<file path="src/rtl/mvm_pkg.sv">
// Shared types and constants for the matrix-vector multiply block.
// Depends on nothing; used by every module of the block except mvm_ram.
package mvm_pkg;

    localparam int VALUE_BITS = 16;
    localparam int FRAC_BITS  = 8;
    localparam int PROD_BITS  = 2 * VALUE_BITS;
    localparam int ACC_BITS   = 48;
    localparam int SUM_BITS   = 32;
    localparam int INDEX_BITS = 12;
    localparam int VLEN_BITS  = 11;
    localparam int RCNT_BITS  = 13;
    localparam int PADDR_BITS = 3;
    localparam int PDATA_BITS = 32;

    localparam logic [PADDR_BITS-1:0] ADDR_VECTOR_LENGTH = 3'd0;
    localparam logic [PADDR_BITS-1:0] ADDR_ROW_COUNT     = 3'd4;

    localparam logic [VLEN_BITS-1:0] VLEN_RESET = 11'd1024;
    localparam logic [RCNT_BITS-1:0] RCNT_RESET = 13'd4096;

    localparam logic KIND_LOAD   = 1'b0;
    localparam logic KIND_WEIGHT = 1'b1;

    localparam logic signed [ACC_BITS:0] RND_HALF =
        ({{ACC_BITS{1'b0}}, 1'b1} << FRAC_BITS) >> 1;
    localparam logic signed [ACC_BITS:0] SAT_MAX =
        {{(ACC_BITS - SUM_BITS + 2){1'b0}}, {(SUM_BITS - 1){1'b1}}};
    localparam logic signed [ACC_BITS:0] SAT_MIN =
        {{(ACC_BITS - SUM_BITS + 2){1'b1}}, {(SUM_BITS - 1){1'b0}}};

    typedef struct packed {
        logic                          kind;
        logic signed [VALUE_BITS-1:0]  value;
    } t_in_item;

    typedef struct packed {
        logic signed [SUM_BITS-1:0]    row_sum;
        logic        [INDEX_BITS-1:0]  row_index;
        logic                          last_row;
    } t_out_item;

    typedef enum logic {
        ST_ROW_START,
        ST_ROW_BUSY
    } t_state;

    typedef struct packed {
        logic adv;
        logic mem_wr;
        logic mem_rd;
        logic acc_en;
        logic acc_first;
        logic out_ld;
        logic row_last;
    } t_dp_cmd;

endpackage

</file>
<file path="src/rtl/mvm_ctrl.sv">
// Controller: position counters, row state machine and pipeline valid tracking.
// Depends on mvm_pkg; drives the command bundle of mvm_dp.
module mvm_ctrl #(
    parameter int MAX_COLUMNS = 1024,
    parameter int MAX_ROWS    = 4096,
    localparam int AW  = (MAX_COLUMNS > 1) ? $clog2(MAX_COLUMNS) : 1,
    localparam int CW  = $clog2(MAX_COLUMNS + 1),
    localparam int RW  = (MAX_ROWS > 1) ? $clog2(MAX_ROWS) : 1,
    localparam int RCW = $clog2(MAX_ROWS + 1)
) (
    input  logic                               i_clk,
    input  logic                               i_rst_n,
    input  logic                               i_valid,
    input  logic                               i_kind,
    input  logic [mvm_pkg::VLEN_BITS-1:0]      i_vector_length,
    input  logic [mvm_pkg::RCNT_BITS-1:0]      i_row_count,
    input  logic                               i_stall,
    output logic                               o_stall,
    output logic                               o_valid,
    output mvm_pkg::t_dp_cmd                   o_cmd,
    output logic [AW-1:0]                      o_mem_addr,
    output logic [mvm_pkg::INDEX_BITS-1:0]     o_row_index
);

    mvm_pkg::t_state r_state, n_state;
    logic [AW-1:0]   r_load_pos, n_load_pos;
    logic [AW-1:0]   r_col_pos, n_col_pos;
    logic [RW-1:0]   r_row_pos, n_row_pos;
    logic            r_v1, r_e1, r_f1;
    logic            r_v2, r_e2, r_f2;
    logic            r_v3, r_e3;
    logic            r_out_valid;

    logic [CW-1:0]   cols_eff;
    logic [RCW-1:0]  rows_eff;
    logic [AW-1:0]   load_pos, col_pos;
    logic [CW-1:0]   load_inc, col_inc;
    logic [RCW-1:0]  row_inc;
    logic            row_end, row_last, row_first;
    logic            adv, accept, load_acc, wt_acc;

    always_comb begin
        if (i_vector_length == '0) begin
            cols_eff = CW'(1);
        end else if (32'(i_vector_length) > 32'(MAX_COLUMNS)) begin
            cols_eff = CW'(MAX_COLUMNS);
        end else begin
            cols_eff = CW'(i_vector_length);
        end
        if (i_row_count == '0) begin
            rows_eff = RCW'(1);
        end else if (32'(i_row_count) > 32'(MAX_ROWS)) begin
            rows_eff = RCW'(MAX_ROWS);
        end else begin
            rows_eff = RCW'(i_row_count);
        end
    end

    assign adv      = !(r_out_valid && i_stall);
    assign accept   = i_valid && adv;
    assign load_acc = accept && (i_kind == mvm_pkg::KIND_LOAD);
    assign wt_acc   = accept && (i_kind == mvm_pkg::KIND_WEIGHT);

    always_comb begin
        load_pos = (CW'(r_load_pos) >= cols_eff) ? '0 : r_load_pos;
        load_inc = CW'(load_pos) + CW'(1);
        col_pos  = (CW'(r_col_pos) >= cols_eff) ? AW'(cols_eff - CW'(1)) : r_col_pos;
        col_inc  = CW'(col_pos) + CW'(1);
        row_end  = (col_inc >= cols_eff);
        row_inc  = RCW'(r_row_pos) + RCW'(1);
        row_last = (row_inc >= rows_eff);

        n_load_pos = r_load_pos;
        n_col_pos  = r_col_pos;
        n_row_pos  = r_row_pos;
        if (load_acc) begin
            n_load_pos = (load_inc >= cols_eff) ? '0 : AW'(load_inc);
        end
        if (wt_acc) begin
            n_col_pos = row_end ? '0 : AW'(col_inc);
            if (row_end) begin
                n_row_pos = row_last ? '0 : RW'(row_inc);
            end
        end
    end

    always_comb begin
        n_state = r_state;
        case (r_state)
            mvm_pkg::ST_ROW_START: begin
                if (wt_acc && !row_end) begin
                    n_state = mvm_pkg::ST_ROW_BUSY;
                end
            end
            mvm_pkg::ST_ROW_BUSY: begin
                if (wt_acc && row_end) begin
                    n_state = mvm_pkg::ST_ROW_START;
                end
            end
            default: begin
                n_state = mvm_pkg::ST_ROW_START;
            end
        endcase
    end

    always_comb begin
        case (r_state)
            mvm_pkg::ST_ROW_START: begin
                row_first = 1'b1;
            end
            mvm_pkg::ST_ROW_BUSY: begin
                row_first = 1'b0;
            end
            default: begin
                row_first = 1'b1;
            end
        endcase
        o_cmd.adv       = adv;
        o_cmd.mem_wr    = load_acc;
        o_cmd.mem_rd    = wt_acc;
        o_cmd.acc_en    = r_v2 && adv;
        o_cmd.acc_first = r_f2;
        o_cmd.out_ld    = r_v3 && r_e3 && adv;
        o_cmd.row_last  = row_last;
        o_mem_addr      = (i_kind == mvm_pkg::KIND_LOAD) ? load_pos : col_pos;
        o_row_index     = mvm_pkg::INDEX_BITS'(r_row_pos);
    end

    always_ff @(posedge i_clk) begin
        if (!i_rst_n) begin
            r_state     <= mvm_pkg::ST_ROW_START;
            r_load_pos  <= '0;
            r_col_pos   <= '0;
            r_row_pos   <= '0;
            r_v1        <= 1'b0;
            r_e1        <= 1'b0;
            r_f1        <= 1'b0;
            r_v2        <= 1'b0;
            r_e2        <= 1'b0;
            r_f2        <= 1'b0;
            r_v3        <= 1'b0;
            r_e3        <= 1'b0;
            r_out_valid <= 1'b0;
        end else begin
            r_state    <= n_state;
            r_load_pos <= n_load_pos;
            r_col_pos  <= n_col_pos;
            r_row_pos  <= n_row_pos;
            if (adv) begin
                r_v1        <= wt_acc;
                r_e1        <= row_end;
                r_f1        <= row_first;
                r_v2        <= r_v1;
                r_e2        <= r_e1;
                r_f2        <= r_f1;
                r_v3        <= r_v2;
                r_e3        <= r_e2;
                r_out_valid <= r_v3 && r_e3;
            end
        end
    end

    assign o_stall = !adv;
    assign o_valid = r_out_valid;

endmodule

</file>
<file path="config.mk">
export PLATFORM = sky130hd
export DESIGN_NAME = mvm_ctrl
export DESIGN_NICKNAME = d
export VERILOG_FILES = /design/src/rtl/mvm_pkg.sv /design/src/rtl/mvm_ctrl.sv
export SDC_FILE = /design/constraint.sdc
export NUM_CORES = 1
export LEC_CHECK = 0
export ABC_AREA = 1
export BUFFER_PORTS_ARGS = -buffer_cell sky130_fd_sc_hd__buf_2
export CAP_MARGIN = 20
export CORE_MARGIN = 1.5
export CORE_UTILIZATION = 59
export DETAILED_ROUTE_END_ITERATION = 7
export PLACE_DENSITY = 0.88
export SETUP_SLACK_MARGIN = 0.02
export SYNTH_ARGS = -nofsm -noshare
export SYNTH_HDL_FRONTEND = slang
export SYNTH_SLANG_ARGS = --single-unit
</file>
<file path="constraint.sdc">
create_clock -name i_clk -period 5.7 [get_ports i_clk]
set_input_delay 0.57 -clock i_clk [delete_from_list [all_inputs] [get_ports i_clk]]
set_output_delay 0.57 -clock i_clk [all_outputs]
set_load 0.01 [all_outputs]
</file>
# Yosys cells after proc, flatten, opt, wreduce, memory -nomap -nowiden
# Index checks and enable logic that the tools add are counted.
# word_totals
ff_bits,42
input_bits,29
out_inout_bits,31
word_cells,54
# classes
addsub,4
n_lt_le_gt_ge,7
mux,14
bitwise_logic,2
n_reduce_logical,14
# ops
op,count
$mux 10,5
$mux 13,2
$add 10x1->11 const B,2
$ge 10x11->1,2
$ge 11x11->1,2
$mux 11,2
$add 12x1->13 const B,1
$ge 13x13->1,1
$gt 13x13->1 const B,1
$logic_not 13->1,1
$mux 12,1
$gt 11x11->1 const B,1
$logic_not 11->1,1
$sub 10x1->10 const B,1
$logic_and 1x1->1,9
$pmux 1 s2,2
$logic_not 1->1,2
$mux 1,2
$not 1->1,2
$reduce_and 2->1,1

# Logic depth before layout (Yosys ltp)
# Gate-level depths: netlist (run 1).
# depth
word_depth,11
ltp_mapped,34
mapped_depth_nobuf,32

# Worst setup path before layout (run 1)
# No wires, ideal clock.
# synth_timing
kind,input -> register
start,in i_vector_length[8] in the netlist's numbering
end,reg r_col_pos[6]
setup_time_ps,70
arrival_ps,4381
required_time_ps,5630
path_slack_ps,1249
cell_stages,31
n_path_buf,2
cell_sequence,nor2_1 > nand3_1 > o21ai_2 > buf_4 > nand2_1 > ha_1 > nand2_1 > nand2_1 > nand2_1 > nand2_1 > inv_1 > nand4_4 > buf_4 > nand3_1 > nand2_1 > nor2_2 > nand3_1 > nor2_1 > nand3_1 > nand2_1 > inv_1 > ha_1 > a21oi_1 > nor2_1 > a211oi_1 > nand3_1 > a31oi_1 > inv_1 > nor2_1 > nand3_1 > a21oi_1
# synth_between
elab_chain_cells,8
elab_cells_between_ends,10
cone_classes,add/sub (2); order compare (3); mux (4); reduce/logical (1)
# synth_lines
element,line,rtl
"start, declared",mvm_ctrl.sv:15,"input logic [mvm_pkg::VLEN_BITS-1:0] i_vector_length,"
$gt 11x11->1,mvm_ctrl.sv:45,end else if (32'(i_vector_length) > 32'(MAX_COLUMNS)) begin
$mux 11,mvm_ctrl.sv:45,
$mux 11 (*),mvm_ctrl.sv:43,if (i_vector_length == '0) begin
$sub 10x1->10 or $ge 10x11->1 (tied branches),mvm_ctrl.sv:67,col_pos = (CW'(r_col_pos) >= cols_eff) ? AW'(cols_eff - CW'(1)) : r_col_pos;
$mux 10,mvm_ctrl.sv:67,
$add 10x1->11,mvm_ctrl.sv:68,col_inc = CW'(col_pos) + CW'(1);
$ge 11x11->1,mvm_ctrl.sv:69,row_end = (col_inc >= cols_eff);
$mux 10 (*),mvm_ctrl.sv:80,n_col_pos = row_end ? '0 : AW'(col_inc);
"end signal, assigned",mvm_ctrl.sv:147,r_col_pos <= n_col_pos;
"end, declared",mvm_ctrl.sv:27,"logic [AW-1:0] r_col_pos, n_col_pos;"
# Mark *: on every way between the ends. The rest lies on a longest branch, timed or not.
# A chain may end at the register's enable or synchronous reset.

# Worst setup path in the final report (run 1)
# layout_timing
start,in i_vector_length[8] in the netlist's numbering
end,reg r_load_pos[9]
# layout_between
elab_chain_cells,8
elab_cells_between_ends,9
cone_classes,add/sub (1); order compare (3); mux (4); reduce/logical (1)
# layout_lines
element,line,rtl
$gt 11x11->1,mvm_ctrl.sv:45,
$mux 11,mvm_ctrl.sv:45,
$mux 11 (*),mvm_ctrl.sv:43,
$ge 10x11->1,mvm_ctrl.sv:65,load_pos = (CW'(r_load_pos) >= cols_eff) ? '0 : r_load_pos;
$mux 10,mvm_ctrl.sv:65,
$add 10x1->11,mvm_ctrl.sv:66,load_inc = CW'(load_pos) + CW'(1);
$ge 11x11->1,mvm_ctrl.sv:77,n_load_pos = (load_inc >= cols_eff) ? '0 : AW'(load_inc);
$mux 10 (*),mvm_ctrl.sv:77,
"end signal, assigned",mvm_ctrl.sv:146,r_load_pos <= n_load_pos;
"end, declared",mvm_ctrl.sv:26,"logic [AW-1:0] r_load_pos, n_load_pos;"
# Marks and branches as above.

==> results.toml, run 1 <==
[grt]
met2_usage_pct = 53.3
grt_max_degree = 32
grt-ovfl-total = 0
grt_util_met3_pct = 5.00
use_met1_pct = 40.5
grt_first_pass_wirelength_um = 19300
grt_pass1_vias = 4259
grt_util_all_layers_pct = 31.9
antenna_found_initial = 0
top_usage_layer = "met2"

[final_layout]
fin_util_pct = 68.9
drive_gt1_share_pct = 14.6
mostFrequentLayoutCell = "nand2_1"
diodes = 0
n_fill_cell = 667
nNetsFinal = 825
final_cell_mix = "nand2_1 (189), inv_1 (83), ha_1 (59), buf_2 (59), nor2_1 (56)"
syn_to_final_growth_pct = 11.4

[timing]
worst_pin_slew_ns = 1.07
setup-tns-final_ns = 0
finalSetupViolations = 0
fmax_ghz = 0.198
fin_crit_ns = 5.04
slew_headroom_pct = 28.7
slew_violations = 0
rsz0062_at_grt = "no"
skew_ns = 0.00692
fin_crit_sh_pct = 88.5
final_hold_viol_count = 0

[drt]
firstDrtPassIters = 5
post-route-drc-count = 0
vias = 4720
drtAntennaViolNets = 0
routedWlPerCell_um = 14.6
vias_per_cell = 5.66
drt_iter0_drc = 275
wl_um = 12200

[clock_network]
clock_sinks = 42
cts_max_path_buffers = 2
cts_made_buffers = 5
hold_buffers = 0
postCtsSetupRepairBufs = 0
clk_latency_ns = 0.30
htree_levels = 2
cts.clk_slew.worst_paths_ns = 0.08
post_cts_resized = 0
cts_tree = "built"
clock-root-buffer = "clkbuf_8"

[synth]
ys_warn_count = 0
ys.flop_type = "dfxtp_1"
synth_top_area_share_pct = 19.7
yosys-top-cells-area = "dfxtp_1 (20%), ha_1 (17%), nand2_1 (17%)"
synth_nets = 768
yosysTopAreaCell = "dfxtp_1"
syn-cell-area_sq_mm = 0.00428
synth_seq_area_share_pct = 19.7
syn_avg_cell_area_sq_um = 6.29
syn_inst = 680
ys_ff_latch = 42
synth.distinct_cells = 39
async_reset_ff_share_pct = 0
synth_edf_count = 0

[setup_path]
crit_path_frequent_cell = "nand2_1"
crit_arrival_ns = 5.26
worstPathMaxFanout = 14
cp-end-kind = "flip-flop"
critPathKind = "input port to flip-flop"
slowest_delay_ns = 0.38
critPathLaunchType = "input port"
crit_path_top_delay_cell = "o21ai_2"
worstPathRequired_ns = 5.92

[power]
leakagePower_nw = 2.47
ir_worst_vdd_mv = 0.185
p_per_area_mw_per_mm2 = 168

[die]
io_pins = 60
die_h_um = 88.1
core_area_sq_mm = 0.00691
initial_utilization_pct = 61.9
rows = 30
dieWidth_um = 88.1
die_area_sq_mm = 0.00777

[run_status]
status = "finished, final reports clean"

[job]
cap_violations = 0

[placed_design]
gp_congestion = 1.01
port_buffers = 59
hpwl_um = 9910

[hold_path]
hold_path_class = "flip-flop to flip-flop"
kinds of logic (layout without fill, tap and decap cells):
kind of cell             Yosys count  in the layout  synth area share, %
adder cells (fa/ha/maj)           59             59                 17.3
buffers and inverters            106            164                 10.3
AO/OA/AOI/OAI                    110            110                 13.8
AND/OR/NAND/NOR                  348            348                 35.9
XOR/XNOR                          15             15                 3.07
flip-flops                        42             42                 19.7
metrics by stage:
| stage | instance area (sq um) | power, mW | hold slack [ns] | cells | setup slack [ns] |
|---|---|---|---|---|---|
| floorplan | 4280 | 0.486 | 0.400 | 680 | 1.25 |
| global placement | 4650 | 0.555 | 0.416 | 826 | 0.454 |
| detailed placement | 4650 | 0.560 | 0.420 | 826 | 0.316 |
| CTS | 4760 | 0.796 | 0.432 | 834 | 0.542 |
| global route | 4760 | 0.844 | 0.454 | 834 | 0.112 |
| finish | 4760 | 0.798 | 0.429 | 834 | 0.656 |
power by group:
| part | switching [mW] | internal [mW] |
|---|---|---|
| clock | 0.110 | 0.129 |
| combinational | 0.162 | 0.0888 |
| sequential | 0.00694 | 0.302 |
| total | 0.279 | 0.520 |
state kept, by name (all words and copies together) (netlist names), named ones only:
name         flops
r_load_pos      10
o_valid          1
o_row_index     12
r_v1             1
r_col_pos       10
r_v2             1
r_e2             1
r_f1             1
r_f2             1
r_e1             1
r_e3             1
r_v3             1
cells in the mapped netlist (all sizes together) (2+ instances only):
master	instances
a211oi	2
a21oi	55
a31oi	2
and2	3
buf	10
clkbuf	8
dfxtp	42
ha	59
inv	88
nand2	196
nand3	45
nand3b	5
nand4	17
nor2	68
nor3	5
nor4	5
o21ai	44
o31ai	2
o41ai	2
or2	2
xnor2	4
xor2	11
area by class of cell:
class	count	area [sq um]	share of cell area, %
multi-input combinational	532	3000	63.0
sequential	42	841	17.7
timing repair buffer	68	363	7.62
inverter	88	330	6.94
tap	96	120	2.52
clock buffer	5	68.8	1.45
clock inverter	3	40.0	0.841
critical path, delay by kind of cell:
family | cells | cell delay, ns
simple gates | 16 | 2.30
compound gates | 7 | 1.09
fa+ha+maj | 3 | 0.78
buf+inv | 4 | 0.52
per-layer routing:
| layer | routed length [um] | vias to the layer above |
|---|---|---|
| li1 | - | 2351 |
| met1 | 5200 | 2136 |
| met2 | 5750 | 194 |
| met3 | 825 | 39 |
| met4 | 435 | 0 |
| met5 | 0 | - |
final timing paths:
kind	depth (start not counted)	slack [ns]	startpoint	end
setup / recovery	30	0.66	i_vector_length[8]	r_load_pos[9]$_SDFFE_PN0P_
setup reg to reg	24	1.56	r_col_pos[6]$_SDFFE_PN0P_	o_row_index[6]$_SDFFE_PN0P_
hold / removal	1	0.43	flip-flop	r_f1$_SDFFE_PN0N_
hold reg to reg	1	0.43	flip-flop	r_f1$_SDFFE_PN0N_
(Power assumes the default switching activity.)
==> inputs of run 2 (changes only) <==
--- a/config.mk
+++ b/config.mk
@@ -5,7 +5,6 @@
 export SDC_FILE = /design/constraint.sdc
 export NUM_CORES = 1
 export LEC_CHECK = 0
-export ABC_AREA = 1
 export BUFFER_PORTS_ARGS = -buffer_cell sky130_fd_sc_hd__buf_2
 export CAP_MARGIN = 20
 export CORE_MARGIN = 1.5
==> results.toml, run 2 <==
[run_status]
status = "finished, final reports clean"

[setup_path]
worstSetupStartpoint = "i_vector_length[5]"
reg2reg_depth = 21
r2r_end = "r_col_pos[8]$_SDFFE_PN0P_"
reg2reg_from = "r_col_pos[5]$_SDFFE_PN0P_"
crit_arrival_ns = 5.74
worstPathRequired_ns = 5.94
critPathLaunchType = "input port"
cp-end-kind = "flip-flop"
crit_end = "r_col_pos[8]$_SDFFE_PN0P_"
rrSetupSlack_ns = 1.03
worstPathMaxFanout = 6
critPathKind = "input port to flip-flop"

[power]
p_sw_share_pct = 34.3
pwr-share-clk_pct = 28.1
p_per_area_mw_per_mm2 = 149
ir_worst_vdd_mv = 0.0903
p_int_uw = 478
switchingPower_uw = 250
leakagePower_nw = 2.20
power_frac_comb_pct = 29.6
seq_power_share_pct = 42.3

[drt]
vias_per_cell = 6.16
routedWlPerCell_um = 16.6
drtAntennaViolNets = 0
wl_um = 11900
post-route-drc-count = 0
drt_iter0_drc = 267
firstDrtPassIters = 5
vias = 4403

[synth]
syn-cell-area_sq_mm = 0.00415
synth-xor-area-share_pct = 6.04
ys_warn_count = 0
synth_most_common_cell = "nand2_1"
synth_seq_area_share_pct = 20.3
synth.distinct_cells = 66
syn_avg_cell_area_sq_um = 7.65
yosys.area_share.simple_pct = 26.2
yosys-top-cells-area = "dfxtp_1 (20%), ha_1 (18%), nand2_1 (7.5%)"
synthAdderAreaFrac_pct = 17.8
syn_inst = 542
synth_nets = 630
synth_edf_count = 0
synth.area.mux_share_pct = 1.96
yosysTopAreaCell = "dfxtp_1"
async_reset_ff_share_pct = 0
ys_top_cells_by_count = "nand2_1 (83), ha_1 (59), a21oi_1 (46)"
ys.flop_type = "dfxtp_1"
synth_compound_area_share_pct = 23.4
synth_top_family_by_area = "simple AND/OR/NAND/NOR gates"
ys_ff_latch = 42
synth_top_area_share_pct = 20.3

[job]
cap_violations = 0

[clock_network]
cts_made_buffers = 5
clk_latency_ns = 0.31
cts_tree = "built"
cts_max_path_buffers = 2
hold_buffers = 0
cts.clk_slew.worst_paths_ns = 0.10
htree_levels = 2
clock-root-buffer = "clkbuf_8"
clock_sinks = 42

[timing]
finalSetupViolations = 0
slew_violations = 0
final_hold_viol_count = 0
fmax_ghz = 0.182
worst_pin_slew_ns = 0.896
fin_crit_ns = 5.50
skew_ns = 0.0138
setup-tns-final_ns = 0
fin_crit_sh_pct = 96.4
slew_headroom_pct = 40.2

[grt]
grt_first_pass_wirelength_um = 19100
antenna_found_initial = 0
grt-ovfl-total = 0
grt_util_all_layers_pct = 31.7
grt_max_degree = 30
grt_pass1_vias = 4160

[final_layout]
largest_reg_flops = 12
syn_to_final_growth_pct = 17.5
final_cell_mix = "nand2_1 (81), buf_2 (59), ha_1 (58)"
mostFrequentLayoutCell = "nand2_1"
post-route-cell-area_sq_mm = 0.00487
drive_gt1_share_pct = 21.8
nNetsFinal = 706
diodes = 0

[die]
core_area_sq_mm = 0.00679
die_area_sq_mm = 0.00754
rows = 30
io_pins = 60
dieWidth_um = 86.8
die_h_um = 86.8
initial_utilization_pct = 61.0

[hold_path]
hold_path_class = "flip-flop to flip-flop"

[placed_design]
hpwl_um = 9120
place_area_sq_mm = 0.00471
port_buffers = 59
gp_congestion = 0.928
## run 2: area by class of cell
class	instances	area, sq um
inverters	17	63.8
repair buffers	93	554
fillers	546	1920
clock inverters	3	23.8
well taps	96	120
multi-input cells	459	3200
clock buffers	5	68.8
flip-flops and latches	42	841
## run 2: what timing repair did
item | in CTS | in global routing
resized for setup | 0 | 16
hold endpoints to repair | 0 | 0
buffers inserted | 0 | 2
setup endpoints to repair | 0 | 30
## run 2: metal layers
metal / track usage (%) / part of all wire [%] / up-vias
met3: 3.52 / 6.9 / 38
met4: 12.6 / 3.1 / 0
met2: 56.2 / 48 / 220
li1: - / - / 2122
met1: 38.9 / 42 / 2023
met5: 0 / 0 / -
## run 2: logic make-up (layout without fill, tap and decap cells)
family                     count (synthesis)  after routing
buffers and inverters                     41            118
muxes                                      8              8
and+or+nand+nor                          220            220
DFF                                       42             42
AOI/OAI and AO/OA                        146            146
adders and majority gates                 59             59
xor gates and xnor gates                  26             26
## run 2: worst min-delay path by stage
| stage | from | to | cells past startpoint |
|---|---|---|---|
| global route | flip-flop | r_f1$_SDFFE_PN0N_ | 1 |
| floorplan | flip-flop | r_f1$_SDFFE_PN0N_ | 1 |
| global placement | flip-flop | r_f1$_SDFFE_PN0N_ | 1 |
| finish | r_e1$_SDFFE_PN0N_ | r_e2$_SDFFE_PN0N_ | 2 |
| CTS | r_e1$_SDFFE_PN0N_ | r_e2$_SDFFE_PN0N_ | 2 |
| detailed placement | flip-flop | r_f1$_SDFFE_PN0N_ | 1 |
## run 2: power by group through the flow
stage	combinational, mW	sequential [mW]	clock [mW]
floorplan	0.132	0.313	0
global placement	0.197	0.314	0
detailed placement	0.204	0.314	0
CTS	0.207	0.308	0.205
global route	0.235	0.309	0.219
finish	0.215	0.308	0.204
## run 2: metrics by stage
step,setup slack [ns],util (%),total power [mW],hold slack (ns),std cells
global placement,0.0507,69.4,0.511,0.427,705
floorplan,0.0288,-,0.445,0.414,542
detailed placement,-0.158,69.4,0.519,0.439,705
CTS,0.148,70.8,0.719,0.452,713
finish,0.204,71.7,0.727,0.446,715
global route,-0.0103,71.7,0.763,0.467,715
## run 2: worst max-delay path, stage by stage
cell and delay, ns:
buf_2 0.10, or4_4 0.55, nor4b_4 0.30, o21ai_2 0.09, inv_1 0.09, buf_4 0.11, ha_1 0.21, nand2b_1 0.14
a211oi_1 0.24, o21ai_1 0.13, a21o_1 0.22, a21oi_1 0.24, ha_2 0.27, nor2b_2 0.17, nand4_1 0.20, mux2i_4 0.25
xnor2_1 0.15, ha_1 0.26, o21a_1 0.17, o2111ai_1 0.19, a21oi_1 0.06, a221o_1 0.46, nor2_1 0.22, buf_4 0.18
a22o_1 0.15
